**src/rtl/core/fp64sc_pkg.sv**
```systemverilog
// ----------------------------------------------------------------------------
// fp64sc_pkg
// Constants shared by the binary64 power-of-two scaling unit.
// ----------------------------------------------------------------------------
package fp64sc_pkg;

    localparam int unsigned FP_W     = 64;
    localparam int unsigned FRAC_W   = 52;
    localparam int unsigned EXP_W    = 11;
    localparam int unsigned SCALE_W  = 32;
    localparam int unsigned E_W      = 15;
    localparam int unsigned LZ_W     = 6;

    localparam logic [EXP_W-1:0]    EXP_ALL_ONE = 11'h7ff;
    localparam logic signed [E_W-1:0] SCALE_LIMIT = 15'sd5000;
    localparam logic signed [E_W-1:0] MAX_UNB_EXP = 15'sd971;
    localparam logic signed [E_W-1:0] MIN_UNB_EXP = -15'sd1074;
    localparam logic signed [E_W-1:0] EXP_BIAS_LS = 15'sd1075;
    localparam logic signed [E_W-1:0] MAX_SHIFT   = 15'sd54;

    typedef struct packed {
        logic              sign;
        logic              pass;
        logic [FP_W-1:0]   raw;
        logic [FRAC_W:0]   sig;
        logic signed [E_W-1:0] e;
    } fp64sc_op_t;

endpackage

```
**src/rtl/core/fp64_scale_by_power_of_two.sv**
```systemverilog
// ----------------------------------------------------------------------------
// fp64_scale_by_power_of_two
// Scales a binary64 pattern by a signed power of two (ldexp), round to
// nearest even on gradual underflow.
// ----------------------------------------------------------------------------
// Throughput: one request per cycle; four pipeline stages, each with a valid
// bit, advance together whenever the output stage is free or being taken.
// Reset: rst_n clears all valid bits asynchronously; datapath is not reset.
module fp64_scale_by_power_of_two
    import fp64sc_pkg::*;
(
    input  logic        clk,
    input  logic        rst_n,
    input  logic        s_tvalid,
    output logic        s_tready,
    input  logic [95:0] s_tdata,   // [63:0] value_bits, [95:64] scale_exponent
    output logic        m_tvalid,
    input  logic        m_tready,
    output logic [63:0] m_tdata    // [63:0] result_bits
);

    logic [3:0] vld_reg;
    logic       adv;

    assign adv      = !vld_reg[3] || m_tready;
    assign s_tready = adv;

    // stage 1: unpack, clamp scale
    fp64sc_op_t      op1_reg, op1_next;
    logic signed [E_W-1:0] sc1_reg, sc1_next;

    always_comb
    begin
        logic [EXP_W-1:0] biased;
        logic signed [SCALE_W-1:0] sc;
        biased = s_tdata[62:52];
        sc     = signed'(s_tdata[95:64]);
        op1_next.raw  = s_tdata[63:0];
        op1_next.sign = s_tdata[63];
        op1_next.pass = (biased == EXP_ALL_ONE) || (s_tdata[62:0] == '0);
        op1_next.sig  = {(biased != '0), s_tdata[51:0]};
        if (biased == '0)
            op1_next.e = MIN_UNB_EXP;
        else
            op1_next.e = signed'({4'd0, biased}) - EXP_BIAS_LS;
        if (sc > SCALE_W'(signed'(SCALE_LIMIT)))
            sc1_next = SCALE_LIMIT;
        else if (sc < -SCALE_W'(signed'(SCALE_LIMIT)))
            sc1_next = -SCALE_LIMIT;
        else
            sc1_next = sc[E_W-1:0];
    end

    // stage 2: leading-zero count, add scale
    fp64sc_op_t op2_reg, op2_next;
    logic [LZ_W-1:0] lz2_reg, lz2_next;

    always_comb
    begin
        lz2_next = '0;
        for (int i = 0; i <= FRAC_W; i++)
            if (op1_reg.sig[i])
                lz2_next = LZ_W'(FRAC_W - i);
        op2_next   = op1_reg;
        op2_next.e = op1_reg.e + sc1_reg;
    end

    // stage 3: normalise
    fp64sc_op_t op3_reg, op3_next;

    always_comb
    begin
        op3_next     = op2_reg;
        op3_next.sig = op2_reg.sig << lz2_reg;
        op3_next.e   = op2_reg.e - signed'({{(E_W-LZ_W){1'b0}}, lz2_reg});
    end

    // stage 4: range select, denormalise and round
    logic [63:0] res_reg, res_next;

    always_comb
    begin
        logic signed [E_W-1:0] s;
        logic [FRAC_W:0] kept;
        logic [FRAC_W+1:0] mask, dropped, half;
        logic [5:0] sh;
        s  = MIN_UNB_EXP - op3_reg.e;
        sh = s[5:0];
        kept    = op3_reg.sig >> sh;
        mask    = ~({(FRAC_W+2){1'b1}} << sh);
        dropped = {1'b0, op3_reg.sig} & mask;
        half    = (FRAC_W+2)'(1) << (sh - 6'd1);
        if (op3_reg.pass)
            res_next = op3_reg.raw;
        else if (op3_reg.e > MAX_UNB_EXP)
            res_next = {op3_reg.sign, EXP_ALL_ONE, 52'd0};
        else if (op3_reg.e >= MIN_UNB_EXP)
        begin
            s = op3_reg.e + EXP_BIAS_LS;
            res_next = {op3_reg.sign, s[EXP_W-1:0], op3_reg.sig[FRAC_W-1:0]};
        end
        else if (s > MAX_SHIFT)
            res_next = {op3_reg.sign, 63'd0};
        else
        begin
            if (dropped > half || (dropped == half && kept[0]))
                kept = kept + 1'b1;
            res_next = {op3_reg.sign, 10'd0, kept};
        end
    end

    always_ff @(posedge clk or negedge rst_n)
    begin
        if (!rst_n)
            vld_reg <= '0;
        else if (adv)
            vld_reg <= {vld_reg[2:0], s_tvalid};
    end

    always_ff @(posedge clk)
    begin
        if (adv)
        begin
            op1_reg <= op1_next;
            sc1_reg <= sc1_next;
            op2_reg <= op2_next;
            lz2_reg <= lz2_next;
            op3_reg <= op3_next;
            res_reg <= res_next;
        end
    end

    assign m_tvalid = vld_reg[3];
    assign m_tdata  = res_reg;

    a_hold: assert property (@(posedge clk) disable iff (!rst_n)
        m_tvalid && !m_tready |=> m_tvalid && $stable(m_tdata))
        else $error("result changed while stalled");
    a_ready: assert property (@(posedge clk) disable iff (!rst_n)
        !m_tvalid |-> s_tready)
        else $error("input stalled with empty output");
    a_flow: assert property (@(posedge clk) disable iff (!rst_n)
        s_tvalid && s_tready |=> vld_reg[0])
        else $error("accepted request lost");

endmodule
```
**config.mk**
```make
export PLATFORM = sky130hd
export DESIGN_NAME = fp64_scale_by_power_of_two
export DESIGN_NICKNAME = d
export VERILOG_FILES = /design/src/rtl/core/fp64sc_pkg.sv /design/src/rtl/core/fp64_scale_by_power_of_two.sv
export SDC_FILE = /design/constraint.sdc
export NUM_CORES = 1
export LEC_CHECK = 0
export BUFFER_PORTS_ARGS = -buffer_cell sky130_fd_sc_hd__buf_2
export CAP_MARGIN = 10
export CORE_AREA = 5 5 216 218
export DETAILED_ROUTE_END_ITERATION = 8
export DIE_AREA = 0 0 221 223
export PLACE_DENSITY = 0.8
export SYNTH_ARGS = -nofsm -noshare
export SYNTH_HDL_FRONTEND = slang
export SYNTH_SLANG_ARGS = --single-unit
```
**constraint.sdc**
```tcl
create_clock -name clk -period 14.2 [get_ports clk]
set_input_delay 0.71 -clock clk [delete_from_list [all_inputs] [get_ports clk]]
set_output_delay 0.71 -clock clk [all_outputs]
set_load 0.02 [all_outputs]
```
==> results.cfg <==
[outcome]
outcome = complete, no violations

[logic_synthesis]
netlist_area_um2 = 26310
synth_warnings = 0
yosys_most_used_dff = edfxtp_1
syn_nets = 2693
ys_seq_elements = 381
synth_edf_count = 377
avgSynthCellArea_um2 = 10.51
ys_seq_area_share_pct = 43.41
async_flop_share_pct = 1.050
synth_cell_types = 110
synth_cells = 2504

[placed_design]
dp_hpwl_um = 67190
finalWeightedCongestion = 1.070
io_buffers = 165

[sta]
rsz0062_at_grt = false
max_freq_mhz = 131.9
final_hold_viol_count = 0
setup_violations = 0
maxSlewViolCount = 0
fin_crit_sh_pct = 53.38
tightest_slew_ns = 1.239
period_minus_slack_ns = 7.581
fin_skew_ns = 0.02550
finalSetupTns_ns = 0
slew_headroom_pct = 17.11

[layout]
area_growth_syn_to_layout_pct = 8.323
largest_register_ffs = 133
post_route_cells_drive_above_1_share_pct = 17.65
most-common-layout-cells = 377 x edfxtp_1, 252 x nand2_1, 235 x nor2_1
final_common_cell = edfxtp_1
final_nets = 2764

[critical_path]
cp-startpoint = op3_reg[1]$_DFFE_PP_
slowest_stage = nor2b_1
crit_fanout = 71
rrSetupSlack_ns = 6.62
cp_cell_sequence = ha_1 > inv_1 > ha_2 > buf_4 > nor2_1 > nand2_1 > xnor2_1 > nor2b_1 > nand4_1 > ha_1 > nand4_1 > nor4_1 > o31ai_1 > o2111ai_1 > a31oi_1 > a21oi_2 > nand3b_1 > nor4_1 > xor2_1 > o21ai_1
crit_path_end = m_tdata[33]$_DFFE_PP_
start_kind = flop
worstReg2RegStart = op3_reg[1]$_DFFE_PP_
cpPeakStageDelay_ns = 0.93
crit_path_end_kind = flop
critPathArrivalTime_ns = 7.85
r2r_cells = 20
rr_endpoint = m_tdata[33]$_DFFE_PP_
cp.required_ns = 14.47
setup.worst_path.class = flop to flop

[clock_tree]
cts-htree-levels = 2
cts_root_buffer = clkbuf_16
cts_resized = 0
cts_tree = done
post-cts-setup-buffer-count = 0
clk_pin_slew_ns = 0.07
cts_sinks = 381
numCtsBuffers = 34
clockBufferDepth = 3
clk_latency_ns = 0.54

[global_routing]
antenna_found_initial = 3
grt_pass1_wl_um = 133900
grt_pass1_vias = 21130
grt_max_degree = 85
grt_overflow = 0
grt_usage_pct = 35.48

[worst_hold_path]
hp-class = input port to flop

[routing]
avgRoutedWirePerCell_um = 28.29
antenna_left = 0
wirelength_um = 90710
routed_via_density = 6.938
drc = 0
dr.pass1.iters = 7
vias = 22240
dr.first_iter.drc_count = 3252

[floorplanning]
row_count = 78
io_pins = 166
die-height_um = 223
die_area_um2 = 49280
die_w_um = 221
core_um2 = 44700
start_util_pct = 58.86

[run]
max_cap_violations = 0
==> worst min path at each step <==
stage	start	to	slack, ns	cells past startpoint
floorplan	op3_reg[133]$_DFFE_PP_	m_tdata[63]$_DFFE_PP_	0.40	0
global placement	op3_reg[133]$_DFFE_PP_	m_tdata[63]$_DFFE_PP_	0.40	0
detailed placement	op2_reg[126]$_DFFE_PP_	op3_reg[126]$_DFFE_PP_	0.40	0
CTS	s_tdata[63]	op1_reg[133]$_DFFE_PP_	0.34	1
global route	s_tdata[1]	op1_reg[69]$_DFFE_PP_	0.35	1
finish	s_tdata[63]	op1_reg[133]$_DFFE_PP_	0.36	1
==> worst max-delay path, delay by kind of cell (launching register included) <==
| family | cells | cell delay [ns] |
|---|---|---|
| AOI/OAI and AO/OA | 5 | 1.04 |
| xor gates and xnor gates | 2 | 0.39 |
| adders and majority gates | 3 | 1.19 |
| buffers and inverters | 2 | 0.74 |
| DFF | 1 | 0.62 |
| and+or+nand+nor | 8 | 3.31 |
==> per-stage QoR <==
| stage | hold slack (ns) | utilization [%] | setup WS (ns) | instance area (µm²) | instances |
|---|---|---|---|---|---|
| 2_1_floorplan | 0.4003 | - | 2.847 | 26310 | 2504 |
| 4_1_cts | 0.3407 | 63.73 | 6.706 | 28490 | 3201 |
| 5_1_grt | 0.3527 | 63.74 | 6.056 | 28490 | 3202 |
| 3_5_place_dp | 0.4045 | 61.29 | 6.748 | 27400 | 3138 |
| 3_3_place_gp | 0.4004 | 61.29 | 7.091 | 27400 | 3138 |
| 6_report | 0.3606 | 63.76 | 6.619 | 28500 | 3206 |
==> Yosys cell counts (all sizes together), types with 23 or more instances <==
cell      n  area, µm²
a211oi   26      200.2
a21oi   112      568.1
a22oi    43      322.8
a31oi    38      244.0
and2     25      156.4
and3     23      143.9
buf      69      452.9
clkbuf   97      364.1
edfxtp  377      11320
ha       87       1089
inv      53      198.9
mux2     77      867.1
mux2i   119       1204
mux4     75       1693
nand2   252      945.9
nand3    81      427.9
nand4    61      396.6
nor2    236      885.9
nor3     61      336.6
nor4     56      424.2
o21ai   147      743.2
o22ai    41      262.8
xnor2    46      444.2
xor2     29      269.0
==> repair_timing <==
item / 4_1_cts / 5_1_grt
hold buffers: 1 / 0
endpoints found under the hold margin: 4 / 0
endpoints found under the setup margin: 0 / 0
==> per-layer routing <==
metal  share of wire (%)  track usage [%]  vias up
met5               0.012                0        -
met4                 8.2            23.25        2
met3                  11            7.908      323
met2                  45            55.24     1434
met1                  36            44.90    10680
li1                    -                -     9802
==> cells by family (layout without fill, tap and decap cells) <==
family	count (synthesis)	after routing	synth area share, %
XOR/XNOR	75	75	2.711
adder cells (fa/ha/maj)	89	89	4.290
AO/OA/AOI/OAI	573	573	14.40
other	0	5	0
AND/OR/NAND/NOR	892	892	16.94
buffers and inverters	223	320	3.938
multiplexers	271	271	14.31
flip-flops	381	381	43.41
==> layout make-up <==
cell class	count	area, µm²
multi-input combinational	1900	13920
inverter	57	219.0
clock buffer	44	929.6
timing repair buffer	201	1099
tap	600	750.7
antenna	5	12.51
sequential	381	11420
fill	3560	16200
clock inverter	18	151.4
Power is not shown: default switching activity piles up to over one toggle a cycle in this logic, so the estimate is an artifact.
